File: src/sv/bbc_pkg.sv
// bbc_pkg: shared types, constants and helper functions for the bracket balance checker
// depends on nothing; imported by bbc_cfg_regs, bbc_stack and the top level
package bbc_pkg;

    // stack geometry
    localparam int STACK_DEPTH = 64;
    localparam int ADDR_W      = $clog2(STACK_DEPTH);
    localparam int DEPTH_W     = $clog2(STACK_DEPTH + 1);
    localparam int PAIR_W      = 2;
    localparam int CHAR_W      = 8;
    localparam int CFG_IDX_W   = 3;
    localparam int OUT_TDATA_W = 8;

    // special characters
    localparam logic [CHAR_W-1:0] CH_NEWLINE = 8'd10;
    localparam logic [CHAR_W-1:0] CH_SPACE   = 8'd32;

    // reset values of the bracket pairs
    localparam logic [CHAR_W-1:0] RST_OPEN_A  = 8'd40;
    localparam logic [CHAR_W-1:0] RST_CLOSE_A = 8'd41;
    localparam logic [CHAR_W-1:0] RST_OPEN_B  = 8'd123;
    localparam logic [CHAR_W-1:0] RST_CLOSE_B = 8'd125;
    localparam logic [CHAR_W-1:0] RST_OPEN_C  = 8'd91;
    localparam logic [CHAR_W-1:0] RST_CLOSE_C = 8'd93;

    // pair indices
    localparam logic [PAIR_W-1:0] PAIR_A = 2'd0;
    localparam logic [PAIR_W-1:0] PAIR_B = 2'd1;
    localparam logic [PAIR_W-1:0] PAIR_C = 2'd2;

    // configuration register indices
    typedef enum logic [CFG_IDX_W-1:0] {
        CFG_OPEN_A  = 3'd0,
        CFG_CLOSE_A = 3'd1,
        CFG_OPEN_B  = 3'd2,
        CFG_CLOSE_B = 3'd3,
        CFG_OPEN_C  = 3'd4,
        CFG_CLOSE_C = 3'd5
    } cfg_idx_e;

    // character classes
    typedef enum logic [1:0] {
        KIND_OTHER = 2'd0,
        KIND_OPEN  = 2'd1,
        KIND_CLOSE = 2'd2,
        KIND_SPACE = 2'd3
    } kind_e;

    typedef struct packed {
        logic [CHAR_W-1:0] open_a;
        logic [CHAR_W-1:0] close_a;
        logic [CHAR_W-1:0] open_b;
        logic [CHAR_W-1:0] close_b;
        logic [CHAR_W-1:0] open_c;
        logic [CHAR_W-1:0] close_c;
    } pair_chars_t;

    typedef struct packed {
        kind_e             kind;
        logic [PAIR_W-1:0] pair;
    } class_t;

    // request from the line logic to the stack
    typedef struct packed {
        logic              push;
        logic              pop;
        logic              clear;
        logic [PAIR_W-1:0] pair;
    } stack_cmd_t;

    // stack status seen by the line logic
    typedef struct packed {
        logic              empty;
        logic              full;
        logic [PAIR_W-1:0] top;
    } stack_stat_t;

    // classify a character; first hit in pair order wins, space between close a and open b
    function automatic class_t classify(input pair_chars_t pc, input logic [CHAR_W-1:0] c);
        class_t r;
        r.kind = KIND_OTHER;
        r.pair = PAIR_A;
        if (pc.open_a == c) begin
            r.kind = KIND_OPEN;
            r.pair = PAIR_A;
        end else if (pc.close_a == c) begin
            r.kind = KIND_CLOSE;
            r.pair = PAIR_A;
        end else if (c == CH_SPACE) begin
            r.kind = KIND_SPACE;
        end else if (pc.open_b == c) begin
            r.kind = KIND_OPEN;
            r.pair = PAIR_B;
        end else if (pc.close_b == c) begin
            r.kind = KIND_CLOSE;
            r.pair = PAIR_B;
        end else if (pc.open_c == c) begin
            r.kind = KIND_OPEN;
            r.pair = PAIR_C;
        end else if (pc.close_c == c) begin
            r.kind = KIND_CLOSE;
            r.pair = PAIR_C;
        end
        return r;
    endfunction

    // a popped pair matches c if any pair with the same opener closes with c
    function automatic logic pair_match(input pair_chars_t pc, input logic [PAIR_W-1:0] popped,
                                        input logic [CHAR_W-1:0] c);
        logic [CHAR_W-1:0] opener;
        opener = pc.open_a;
        if (popped == PAIR_B) begin
            opener = pc.open_b;
        end else if (popped == PAIR_C) begin
            opener = pc.open_c;
        end
        return ((pc.open_a == opener) && (pc.close_a == c)) ||
               ((pc.open_b == opener) && (pc.close_b == c)) ||
               ((pc.open_c == opener) && (pc.close_c == c));
    endfunction

endpackage

File: src/sv/bbc_ram.sv
// bbc_ram: generic single-write, single-read synchronous ram with registered read data
// depends on nothing
module bbc_ram #(
    parameter int WIDTH = 2,
    parameter int DEPTH = 64
) (
    input  logic                     aclk,
    input  logic                     wr_en,
    input  logic [$clog2(DEPTH)-1:0] wr_addr,
    input  logic [WIDTH-1:0]         wr_data,
    input  logic [$clog2(DEPTH)-1:0] rd_addr,
    output logic [WIDTH-1:0]         rd_data
);

    logic [WIDTH-1:0] mem [DEPTH];

    // write port and registered read port
    always_ff @(posedge aclk) begin
        if (wr_en) begin
            mem[wr_addr] <= wr_data;
        end
        rd_data <= mem[rd_addr];
    end

endmodule

File: src/sv/bbc_stack.sv
// bbc_stack: pair stack held in a synchronous ram, with a depth counter and top forwarding
// depends on bbc_pkg and bbc_ram
module bbc_stack (
    input  logic                   aclk,
    input  logic                   aresetn,
    input  bbc_pkg::stack_cmd_t    cmd,
    output bbc_pkg::stack_stat_t   stat
);
    import bbc_pkg::*;

    logic [DEPTH_W-1:0] depth_reg;
    logic [DEPTH_W-1:0] depth_next;
    logic               fwd_valid_reg;
    logic [PAIR_W-1:0]  fwd_data_reg;
    logic [ADDR_W-1:0]  top_idx;
    logic [PAIR_W-1:0]  rd_data;

    // depth update
    always_comb begin
        depth_next = depth_reg;
        if (cmd.clear) begin
            depth_next = '0;
        end else if (cmd.push) begin
            depth_next = depth_reg + DEPTH_W'(1);
        end else if (cmd.pop) begin
            depth_next = depth_reg - DEPTH_W'(1);
        end
    end

    // read the entry that will be on top next cycle
    assign top_idx = depth_next[ADDR_W-1:0] - ADDR_W'(1);

    bbc_ram #(
        .WIDTH (PAIR_W),
        .DEPTH (STACK_DEPTH)
    ) u_ram (
        .aclk    (aclk),
        .wr_en   (cmd.push),
        .wr_addr (depth_reg[ADDR_W-1:0]),
        .wr_data (cmd.pair),
        .rd_addr (top_idx),
        .rd_data (rd_data)
    );

    // a push writes the very entry being read, so the pushed pair is forwarded in the following cycle
    always_ff @(posedge aclk) begin
        if (!aresetn) begin
            depth_reg     <= '0;
            fwd_valid_reg <= 1'b0;
        end else begin
            depth_reg     <= depth_next;
            fwd_valid_reg <= cmd.push;
        end
        fwd_data_reg <= cmd.pair;
    end

    assign stat.empty = (depth_reg == '0);
    assign stat.full  = (depth_reg == DEPTH_W'(STACK_DEPTH));
    assign stat.top   = fwd_valid_reg ? fwd_data_reg : rd_data;

endmodule

File: config.mk
export PLATFORM = sky130hd
export DESIGN_NAME = bbc_stack
export DESIGN_NICKNAME = d
export VERILOG_FILES = /design/src/sv/bbc_pkg.sv /design/src/sv/bbc_ram.sv /design/src/sv/bbc_stack.sv
export SDC_FILE = /design/constraint.sdc
export NUM_CORES = 1
export LEC_CHECK = 0
export ABC_AREA = 1
export BUFFER_PORTS_ARGS = -buffer_cell sky130_fd_sc_hd__buf_2
export CORE_UTILIZATION = 53
export CTS_CLUSTER_SIZE = 28
export DETAILED_ROUTE_END_ITERATION = 12
export PLACE_DENSITY_LB_ADDON = 0.2
export RECOVER_POWER = 50
export SETUP_SLACK_MARGIN = 0.4
export SYNTH_ARGS = -nofsm -noshare
export SYNTH_HDL_FRONTEND = slang
export SYNTH_SLANG_ARGS = --single-unit
File: constraint.sdc
create_clock -name aclk -period 3.3 [get_ports aclk]
set_clock_uncertainty 0.05 [all_clocks]
set_input_delay 0.495 -clock aclk [delete_from_list [all_inputs] [get_ports aclk]]
set_output_delay 0.495 -clock aclk [all_outputs]
set_load 0.005 [all_outputs]
# After elaboration in Yosys (flattened, before gate mapping)
# Memories as Yosys holds them, arrays and structs flattened. A register that Yosys moved wholly into a read port is not among the register bits.
# Cells that the tools add are included.
# op_classes
mux,6
bitwise,1
n_addsub,3
reduce_logical,3
eq_ne,1
# ops
operator,n
2-to-1 mux 7 bit,2
adder 7 x 1 -> 7 bit (second input constant),1
== test 7 bit (second input constant),1
zero test 7 bit,1
subtractor 7 x 1 -> 7 bit (second input constant),1
2-to-1 mux 6 bit,1
subtractor 6 x 1 -> 6 bit (second input constant),1
2-to-1 mux 1 bit,2
2-to-1 mux 2 bit,1
nonzero test 2 bit,1
OR reduction 2 bit,1
NOT 1 bit,1
# totals
elab_cells,19
n_memories,1
input_bits,7
mem_bits_rw,128
reg_bits,10
out_inout_bits,4
# mem_list
memory,depth,width,read_ports,rd_ports_with_merged_regs,wr,line,source
u_ram.mem,64,2,1,1,1,bbc_ram.sv:15,logic [WIDTH-1:0] mem [DEPTH];

# Logic depth before layout (Yosys ltp)
# Gate-level depths: netlist (run 1).
# logic_depth
depth_word,5
ltp_mapped,18
mapped_depth_nobuf,16

# Modules after synthesis
# Synthesis (run 1) repeated with hierarchy kept, for this count alone.
# unflattened
cells_unflattened,626
area_unflattened_um2,6366.1
# modules_own_cells
module,area_per_inst_um2,instances,cells_each
bbc_ram,5614.1,1,520
bbc_stack,752.0,1,106

# Least setup slack after synthesis (run 1)
# No wires, ideal clock.
# synth_path
path_kind,input to register
startpoint,input cmd[4] in the netlist's numbering
endpoint,register u_ram.rd_data[0] (read register of u_ram.mem)
path_stages,15
slack_ns,0.682
setup_ns,0.112
arrival_ns,2.456
path_buffers,4
required_ns,3.138
path_cell_list,buf_4 -> o21ai_2 -> nand3_2 -> buf_2 -> ha_1 -> clkbuf_1 -> inv_1 -> clkbuf_1 -> o211ai_1 -> nand3_1 -> nand3_1 -> nand3_1 -> nand2_1 -> nand2_1 -> nand2_1
# synth_between
elab_chain_cells,3
# synth_lines
element,line,source
"start, declared",bbc_stack.sv:6,"input bbc_pkg::stack_cmd_t cmd,"
2-to-1 mux 7 bit,bbc_stack.sv:23,end else if (cmd.push) begin
2-to-1 mux 6 bit,bbc_stack.sv:21,if (cmd.clear) begin
subtractor 6 x 1 -> 6 bit,bbc_stack.sv:31,assign top_idx = depth_next[ADDR_W-1:0] - ADDR_W'(1);
"end, declared",bbc_ram.sv:12,output logic [WIDTH-1:0] rd_data
# Every way passes these cells.
# A chain may end at the register's enable or synchronous reset.

# Worst setup path after layout (run 1)
# layout_path
startpoint,input cmd[4] in the netlist's numbering
endpoint,register u_ram.rd_data[1] (read register of u_ram.mem)
# The elaborated chain is that of the path after synthesis.

==> results_dict.tcl, run 1 <==
set metrics [dict create \
    rr_startpoint "depth_reg[1]" \
    post-route-min-period_ns 2.93 \
    num-fill-cells 1112 \
    hp-class "in -> reg" \
    post_drt_wl_per_cell_um 17.7 \
    r2r_slack_ns 0.53 \
    viasPerCell 5.60 \
    dieArea_um2 13600 \
    slowest_stage "clkbuf_1" \
    mostFrequentLayoutCell "nand2_1" \
    start_kind "input port" \
    portBuffers 10 \
    cts_htree_levels 4 \
    yosys_warnings 0 \
    diodes 0 \
    syn_avg_cell_area_um2 9.03 \
    maxSlewHeadroom_pct -84.8 \
    setup_viol 0 \
    antenna_found_initial 0 \
    r2r-end "u_ram.rd_data[1]" \
    first_pass_iters 6 \
    layout_common_cells "164 x nand2_1, 136 x inv_1, 128 x edfxtp_1, 101 x nand3_1, 69 x nand4_1" \
    clockBufferDepth 2 \
    die_h_um 117 \
    dp.final_hpwl_um 10000 \
    power_mw 4.31 \
    ff_latch_area_um2 4090 \
    fin_tns_setup_ns 0 \
    grt_max_degree 66 \
    syn_area_um2 6980 \
    cts.sinks 140 \
    grt_pass1_vias 5179 \
    r2r_cells 16 \
    cp_cell_sequence "clkbuf_1 -> inv_1 -> nor2_1 -> nor2_1 -> nand3_1 -> ha_1 -> inv_1 -> buf_8 -> nand3_1 -> nand2_1 -> nand2_1 -> nand3_1 -> nand3_1 -> nand2_1 -> nand2_1 -> nand2_1" \
    fin_crit_sh_pct 88.7 \
    remaining_drc_errors 0 \
    num_vias 5357 \
    grt-ovfl-total 0 \
    core_area_um2 12700 \
    status "finished, violations left" \
    setup.worst_path.start "cmd[4]" \
    end_kind "flip-flop" \
    grt_pass1_wl_um 26800 \
    cp.required_ns 3.62 \
    p_per_area_nw_per_um2 560 \
    rows 41 \
    finalHoldViolCount 0 \
    ys_types 29 \
    cap_violations 2 \
    drive_gt1_share_pct 8.80 \
    slew_viol_final 132 \
    cts_buffers 17 \
    tightest_slew_ns 2.77 \
    start_util_pct 54.9 \
    cts_tree "built" \
    track_usage_pct 27.5 \
    multi_input_area_um2 2180 \
    timing.fmax_mhz 342 \
    ys_ff_latch 140 \
    failed_checks "capacitance limit, slew limit" \
    largest_reg_flops 128 \
    postRouteAntennaNets 0 \
    crit_type "in -> reg" \
    vdd_drop_max_uv 484 \
    power_leakage_nw 3.29 \
    worstSkewPairLatency_ns 0.42 \
    cts_root_buf "clkbuf_16" \
    drtIter0Drc 541 \
    crit_fanout 32 \
    cp.arrival_ns 3.25 \
    nets 782 \
    ctsHoldBuffers 0 \
    routed_wl_um 16900 \
    area_delta_synth_final_pct 10.3 \
    yosysSeqAreaShare_pct 58.5 \
    place.gp.congestion 0.894 \
    syn_nets 784 \
    clkTransAtPathRegs_ns 0.06 \
    rsz0062_at_grt "false" \
    cp_common_cell "nand2_1" \
    crit_end "u_ram.rd_data[1]" \
    cp_slowest_stage_delay_ns 0.64 \
    synth_cells 773 \
    fp.dieW_um 117 \
    io_pins 11 \
]
==> report_power, final <==
group / switching (mW) / total [mW] / internal, mW
clock network: 0.689 / 1.77 / 1.08
registers: 0.0176 / 1.98 / 1.96
logic: 0.390 / 0.555 / 0.164
==> cell families (layout without fill, tap and decap cells) <==
logic type	after synthesis	in the layout	synth area share (%)
multiplexers	2	2	0.323
XOR/XNOR	1	1	0.125
adder cells (fa/ha/maj)	4	4	0.717
AO/OA/AOI/OAI	13	13	1.18
AND/OR/NAND/NOR	431	431	28.8
flip-flops	140	140	58.5
buffers and inverters	182	193	10.4
==> through the flow <==
step	std cells	hold WS [ns]	area, um2	worst slack [ns]	utilization (%)
after global routing	956	0.249	7700	0.227	60.5
final	956	0.234	7700	0.374	60.5
after global placement	924	0.515	7140	0.514	56.1
after detailed placement	924	0.530	7140	0.416	56.1
after floorplan	773	0.473	6980	0.682	-
after CTS	956	0.225	7690	0.430	60.5
==> cell usage after synthesis <==
cell	count	area (um2)
inv_2	4	15.0
edfxtp_1	128	3840
nand3_2	5	50.1
nor2_4	1	11.3
mux2_2	2	22.5
nand4_1	69	432
nor3_1	6	30.0
inv_4	1	6.26
ha_1	4	50.1
buf_2	18	90.1
o21ai_2	1	8.76
a21oi_1	3	15.0
dfxtp_1	12	240
nand2_1	165	619
o21ai_0	3	15.0
nand2_2	5	31.3
nor2_1	68	255
clkbuf_1	14	52.6
buf_6	1	11.3
nor3b_2	1	12.5
xnor2_1	1	8.76
nor2_2	3	18.8
buf_4	2	15.0
buf_1	6	22.5
inv_1	136	510
a31oi_1	1	6.26
nand3_1	101	505
o211ai_1	5	37.5
nor4_1	7	43.8
==> timing repair <==
item,4_1_cts,5_1_grt
pin swaps,0,0
setup buffers,0,0
resized for setup,1,3
setup endpoints to repair,1,2
==> metal layers <==
metal  wire, um  share of wire (%)  track usage [%]
met2       7960                 47             43.3
met1       7180                 42             36.2
met3       1310                7.7             6.12
met5          0                  0                0
met4        491                2.9             13.2
==> worst min-delay path by stage <==
stage / start / cells after the start / to
2_1_floorplan: cmd[0] / 0 / fwd_data_reg[0]
3_3_place_gp: depth_reg[6] / 2 / depth_reg[6]
3_5_place_dp: depth_reg[6] / 2 / depth_reg[6]
4_1_cts: aresetn / 3 / fwd_valid_reg
5_1_grt: aresetn / 3 / fwd_valid_reg
6_report: aresetn / 3 / fwd_valid_reg
==> layout make-up <==
class,count,area share [%]
inverter,141,6.91
timing repair buffer,20,1.72
clock inverter,8,0.862
multi-input combinational,451,28.4
sequential,140,53.1
tap,172,2.80
clock buffer,24,6.26
==> worst max-delay path, delay by kind of cell <==
kind          cells  cell delay, ns
fa+ha+maj         1            0.28
buf+inv           4            1.34
simple gates     11            1.11
(Power assumes the default switching activity.)
==> run 2: changes to the inputs <==
--- a/config.mk
+++ b/config.mk
@@ -5,7 +5,6 @@
 export SDC_FILE = /design/constraint.sdc
 export NUM_CORES = 1
 export LEC_CHECK = 0
-export ABC_AREA = 1
 export BUFFER_PORTS_ARGS = -buffer_cell sky130_fd_sc_hd__buf_2
 export CORE_UTILIZATION = 53
 export CTS_CLUSTER_SIZE = 28
==> constraint.sdc (replaced) <==
create_clock -name aclk -period 2.59 [get_ports aclk]
set_clock_uncertainty 0.05 [all_clocks]
set_input_delay 0.3885 -clock aclk [delete_from_list [all_inputs] [get_ports aclk]]
set_output_delay 0.3885 -clock aclk [all_outputs]
set_load 0.005 [all_outputs]
==> results_dict.tcl, run 2 <==
set metrics [dict create \
    sw_frac_of_total_pct 21.8 \
    portBuffers 10 \
    vdd_drop_max_uv 697 \
    cap_violations 0 \
    slowest_stage "dfxtp_2" \
    grt_pass1_vias 3758 \
    power_leakage_nw 2.40 \
    crit_fanout 14 \
    track_usage_pct 23.6 \
    post_drt_wl_per_cell_um 21.9 \
    layout_common_cells "128 x edfxtp_1, 76 x nor2_1, 24 x nand3_1, 23 x mux4_2" \
    maxSlewHeadroom_pct 20.4 \
    diodes 0 \
    nets 464 \
    start_kind "flip-flop" \
    async_reset_ff_share_pct 0 \
    power_frac_clock_pct 45.6 \
    ctsHoldBuffers 0 \
    area_delta_synth_final_pct 16.1 \
    postRouteAntennaNets 0 \
    remaining_drc_errors 0 \
    largest_reg_flops 128 \
    place.gp.congestion 0.823 \
    cts.sinks 140 \
    worstSkewPairLatency_ns 0.42 \
    cts_buffers 17 \
    ys_top_cells_by_count "128 x edfxtp_1, 77 x nor2_1, 26 x nand3_1" \
    p_comb_share_pct 10.6 \
    p_int_mw 4.49 \
    cts_tree "built" \
    crit_type "reg -> reg" \
    cp_cell_sequence "inv_2 -> ha_4 -> nand2b_4 -> a31o_4 -> ha_4 -> buf_12 -> mux4_2 -> o21ai_1 -> a21oi_1 -> o211ai_1 -> nand4_1" \
    grt_pass1_wl_um 20900 \
    cp_slowest_stage_delay_ns 0.33 \
    num_vias 3663 \
    place_ws_ns -0.0764 \
    finalNonFillerCells 609 \
    routed_wl_um 13300 \
    postLayoutCoreUtil_pct 63.6 \
    antenna_found_initial 0 \
    syn_nets 434 \
    cp.arrival_ns 2.73 \
    num-fill-cells 851 \
    finalHoldViolCount 0 \
    end_kind "flip-flop" \
    finalWorstSetupSlack_ns 0.105 \
    io_pins 11 \
    drive_gt1_share_pct 26.4 \
    ys_types 53 \
    hp-class "in -> reg" \
    synth_cells 423 \
    post-route-min-period_ns 2.49 \
    fin_crit_sh_pct 96.0 \
    dp.cells 574 \
    ys_ff_latch 140 \
    syn_area_um2 6310 \
    mostFrequentLayoutCell "edfxtp_1" \
    power_switching_mw 1.25 \
    cp_common_cell "ha_4" \
    clkTransAtPathRegs_ns 0.06 \
    cts_htree_levels 4 \
    syn_avg_cell_area_um2 14.9 \
    rsz0062_at_grt "true" \
    synth_most_common_cell "edfxtp_1" \
    core_area_um2 11500 \
    status "completed" \
    grt_max_degree 66 \
    synth_area_leaders "edfxtp_1 61%, mux4_2 6.8%, mux4_1 5.4%" \
    tightest_slew_ns 1.19 \
    rows 39 \
    fin_tns_setup_ns 0 \
    setup_viol 0 \
    dieArea_um2 12300 \
    drtIter0Drc 264 \
    synth_area_leader_cell "edfxtp_1" \
    cts_root_buf "clkbuf_16" \
    yosys_warnings 0 \
    clockBufferDepth 2 \
    cp.required_ns 2.83 \
    timing.fmax_mhz 402 \
    synth_edf_count 128 \
    fp.dieW_um 111 \
    p_per_area_nw_per_um2 784 \
    ys.flop_type "edfxtp_1" \
    viasPerCell 6.01 \
    slew_viol_final 0 \
    grt-ovfl-total 0 \
    dp.final_hpwl_um 8560 \
    yosysSeqAreaShare_pct 64.7 \
    netlist.area_leader.share_pct 60.9 \
    start_util_pct 54.8 \
    power_frac_seq_pct 43.8 \
    first_pass_iters 5 \
    die_h_um 111 \
]
## run 2: cell types whose count changed in the layout (fill, tap and decap cells not counted), sizes merged, moves of 6 or more
cell    before  now
nand2      170   13
inv        141    7
nand3      106   26
nand4       69    4
mux4         0   32
buf         17   34
o21ai        4   18
a21boi       0    8
nor4         7    0
a21oi        3    9
clkbuf      27   21
## run 2: metal layers
layer	global-route usage [%]	share of wire, %	vias to the layer above
li1	-	-	1703
met1	30.8	42	1821
met2	38.3	51	118
met3	5.14	5.3	21
met4	10.1	2.2	0
met5	0	0	-
## run 2: area by class of cell
class / count / area (um2) / share of cell area, %
clock inverters: 14 / 218 / 2.97
clock buffers: 18 / 429 / 5.86
flip-flops and latches: 140 / 4090 / 55.8
multi-input cells: 252 / 2100 / 28.7
well taps: 143 / 179 / 2.44
inverters: 5 / 21.3 / 0.290
repair buffers: 37 / 288 / 3.93
## run 2: kinds of logic (layout without fill, tap and decap cells)
logic type,count (synthesis),in the layout,share of synthesized area (%)
adders and majority gates,4,4,0.794
DFF,140,140,64.7
and+or+nand+nor,151,151,11.9
buffers and inverters,31,74,2.80
AOI/OAI and AO/OA,59,59,6.69
muxes,34,34,12.6
xor gates and xnor gates,4,4,0.556
## run 2: final timing paths
check                           slack, ns  cells after the start               end         start
worst max register to register       0.10                     11  u_ram.rd_data[1]  depth_reg[1]
worst max-delay path                 0.10                     11  u_ram.rd_data[1]  depth_reg[1]
worst min-delay path                 0.19                      2     fwd_valid_reg       aresetn
worst min register to register       0.53                      2      depth_reg[6]  depth_reg[6]
## run 2: through the flow
stage / power [mW] / hold slack [ns] / cell area [um2]
2_1_floorplan: 2.96 / 0.366 / 6360
3_3_place_gp: 3.12 / 0.476 / 6600
3_5_place_dp: 3.13 / 0.501 / 6600
4_1_cts: 5.76 / 0.168 / 7310
5_1_grt: 5.91 / 0.190 / 7320
6_report: 5.74 / 0.188 / 7320
## run 2: critical path: cells and delay by family, from the launching register on
| family | cells | cell delay, ns |
|---|---|---|
| AOI/OAI and AO/OA | 4 | 0.67 |
| adders and majority gates | 2 | 0.56 |
| buffers and inverters | 2 | 0.20 |
| DFF | 1 | 0.33 |
| muxes | 1 | 0.29 |
| and+or+nand+nor | 2 | 0.26 |
## run 2: what timing repair did
| action | in CTS | in global routing |
|---|---|---|
| pin swaps | 9 | 8 |
| setup buffers | 2 | 1 |
| resized for setup | 14 | 14 |
| endpoints found under the setup margin | 4 | 4 |
## run 2: power by group through the flow
stage	clock [mW]	sequential, mW	combinational, mW
6_report	2.61	2.51	0.610
5_1_grt	2.74	2.51	0.660
4_1_cts	2.65	2.51	0.597
3_5_place_dp	0	2.56	0.575
3_3_place_gp	0	2.56	0.565
2_1_floorplan	0	2.54	0.413
==> run 3: changes to the inputs <==
--- a/config.mk
+++ b/config.mk
@@ -6,6 +6,7 @@
 export NUM_CORES = 1
 export LEC_CHECK = 0
 export BUFFER_PORTS_ARGS = -buffer_cell sky130_fd_sc_hd__buf_2
+export CORE_ASPECT_RATIO = 1.2
 export CORE_UTILIZATION = 53
 export CTS_CLUSTER_SIZE = 28
 export DETAILED_ROUTE_END_ITERATION = 12
==> constraint.sdc (replaced) <==
create_clock -name aclk -period 2.9 [get_ports aclk]
set_clock_uncertainty 0.05 [all_clocks]
set_input_delay 0.435 -clock aclk [delete_from_list [all_inputs] [get_ports aclk]]
set_output_delay 0.435 -clock aclk [all_outputs]
set_load 0.005 [all_outputs]
==> results_dict.tcl, run 3 (synthesis results as in run 2) <==
set metrics [dict create \
    cp.arrival_ns 2.86 \
    crit_fanout 4 \
    num-fill-cells 792 \
    grt-ovfl-total 0 \
    cp.required_ns 3.14 \
    cts_buffers 17 \
    slew_viol_final 0 \
    layout_common_cells "128 x edfxtp_1, 77 x nor2_1, 27 x mux4_2, 19 x nand3_1, 18 x clkbuf_16" \
    remaining_drc_errors 0 \
    cp_common_cell "ha_4" \
    nets 471 \
    post_drt_wl_per_cell_um 22.6 \
    drive_gt1_share_pct 29.2 \
    viasPerCell 6.09 \
    area_delta_synth_final_pct 20.2 \
    largest_reg_flops 128 \
    status "completed" \
    drtIter0Drc 358 \
    final_area_um2 7580 \
    setup_viol 0 \
    path_buf_inv 3 \
    diodes 0 \
    first_pass_iters 5 \
    dp.final_hpwl_um 8480 \
    place_area_um2 6570 \
    power_leakage_nw 2.47 \
    tightest_slew_ns 1.25 \
    dieArea_um2 12300 \
    fin_crit_sh_pct 90.4 \
    finalHoldViolCount 0 \
    slowest_stage "dfxtp_1" \
    portBuffers 10 \
    cts_tree "built" \
    holdPathStages 2 \
    ff_latch_area_um2 4090 \
    die_h_um 122 \
    hold_slack_ns 0.235 \
    timing.fmax_mhz 382 \
    cts.sinks 140 \
    end_kind "flip-flop" \
    cts_root_buf "clkbuf_16" \
    r2r_cells 12 \
    rsz0062_at_grt "true" \
    antenna_found_initial 0 \
    worstSkewPairLatency_ns 0.42 \
    vdd_drop_max_uv 466 \
    maxSlewHeadroom_pct 16.6 \
    grt_max_degree 42 \
    num_vias 3834 \
    fin_tns_setup_ns 0 \
    grt_pass1_wl_um 21100 \
    mostFrequentLayoutCell "edfxtp_1" \
    crit_type "reg -> reg" \
    multi_input_area_um2 2150 \
    cp_cell_sequence "inv_2 -> ha_4 -> nand2b_4 -> a31o_4 -> ha_4 -> buf_6 -> clkbuf_16 -> mux4_2 -> nand3_2 -> a21oi_1 -> o211ai_1 -> nand4_1" \
    start_util_pct 54.5 \
    fp.dieW_um 102 \
    cts_htree_levels 4 \
    post-route-min-period_ns 2.62 \
    cp_top_family "adder cells" \
    crit_cells 12 \
    io_pins 11 \
    postRouteAntennaNets 0 \
    place.gp.congestion 0.851 \
    hp-class "in -> reg" \
    grt_pass1_vias 3761 \
    cp_slowest_stage_delay_ns 0.37 \
    cap_violations 0 \
    core_area_um2 11600 \
    routed_wl_um 14200 \
    power_mw 5.09 \
    p_per_area_nw_per_um2 672 \
    postLayoutCoreUtil_pct 65.5 \
    clockBufferDepth 2 \
    clkTransAtPathRegs_ns 0.06 \
    rows 43 \
    track_usage_pct 24.6 \
    start_kind "flip-flop" \
]
==> run 3: changes by cell type in the layout (fill, tap and decap cells not counted), moves of 2 or more <==
cell and change:
buf_16 +5, buf_4 -4, bufinv_16 -2, buf_2 -2, buf_12 +5, nand3_2 +5
mux4_2 +4, clkinvlp_4 +2, mux4_1 -4, nand3_1 -5
==> run 3: final timing paths <==
check / endpoint / start / slack (ns)
setup / recovery: u_ram.rd_data[0] / depth_reg[0] / 0.28
hold / removal: fwd_valid_reg / aresetn / 0.23
setup reg to reg: u_ram.rd_data[0] / depth_reg[0] / 0.28
hold reg to reg: depth_reg[6] / depth_reg[6] / 0.52
==> run 3: cell type report <==
| type | instances | share of cell area [%] |
|---|---|---|
| Inverter | 5 | 0.314 |
| Timing Repair Buffer | 44 | 6.88 |
| Sequential cell | 140 | 53.9 |
| Tap cell | 157 | 2.59 |
| Multi-Input combinational cell | 252 | 28.4 |
| Clock buffer | 17 | 5.61 |
| Clock inverter | 15 | 2.28 |
==> run 3: power breakdown <==
group | switching [mW] | internal [mW] | total, mW
combinational | 0.336 | 0.337 | 0.674
sequential | 0.0187 | 2.23 | 2.24
clock | 0.824 | 1.35 | 2.17
total | 1.18 | 3.91 | 5.09
==> run 3: per-stage QoR <==
step           worst slack [ns]  cells
2_1_floorplan             0.252    423
3_3_place_gp             0.0618    580
3_5_place_dp             0.0402    580
4_1_cts                   0.368    623
5_1_grt                   0.169    630
6_report                  0.280    630
==> run 3: per-layer routing <==
layer | part of all wire (%) | global-route usage [%]
met1 | 40 | 30.3
met3 | 5.6 | 5.24
met5 | 0 | 0
met4 | 3.2 | 13.0
met2 | 51 | 40.5
==> run 3: timing repair <==
action / in CTS / in global routing
hold buffers: 0 / 0
buffers inserted: 7 / 6
endpoints found under the setup margin: 2 / 4
gates cloned: 4 / 1
pin swaps: 11 / 10
gates resized for setup: 38 / 11
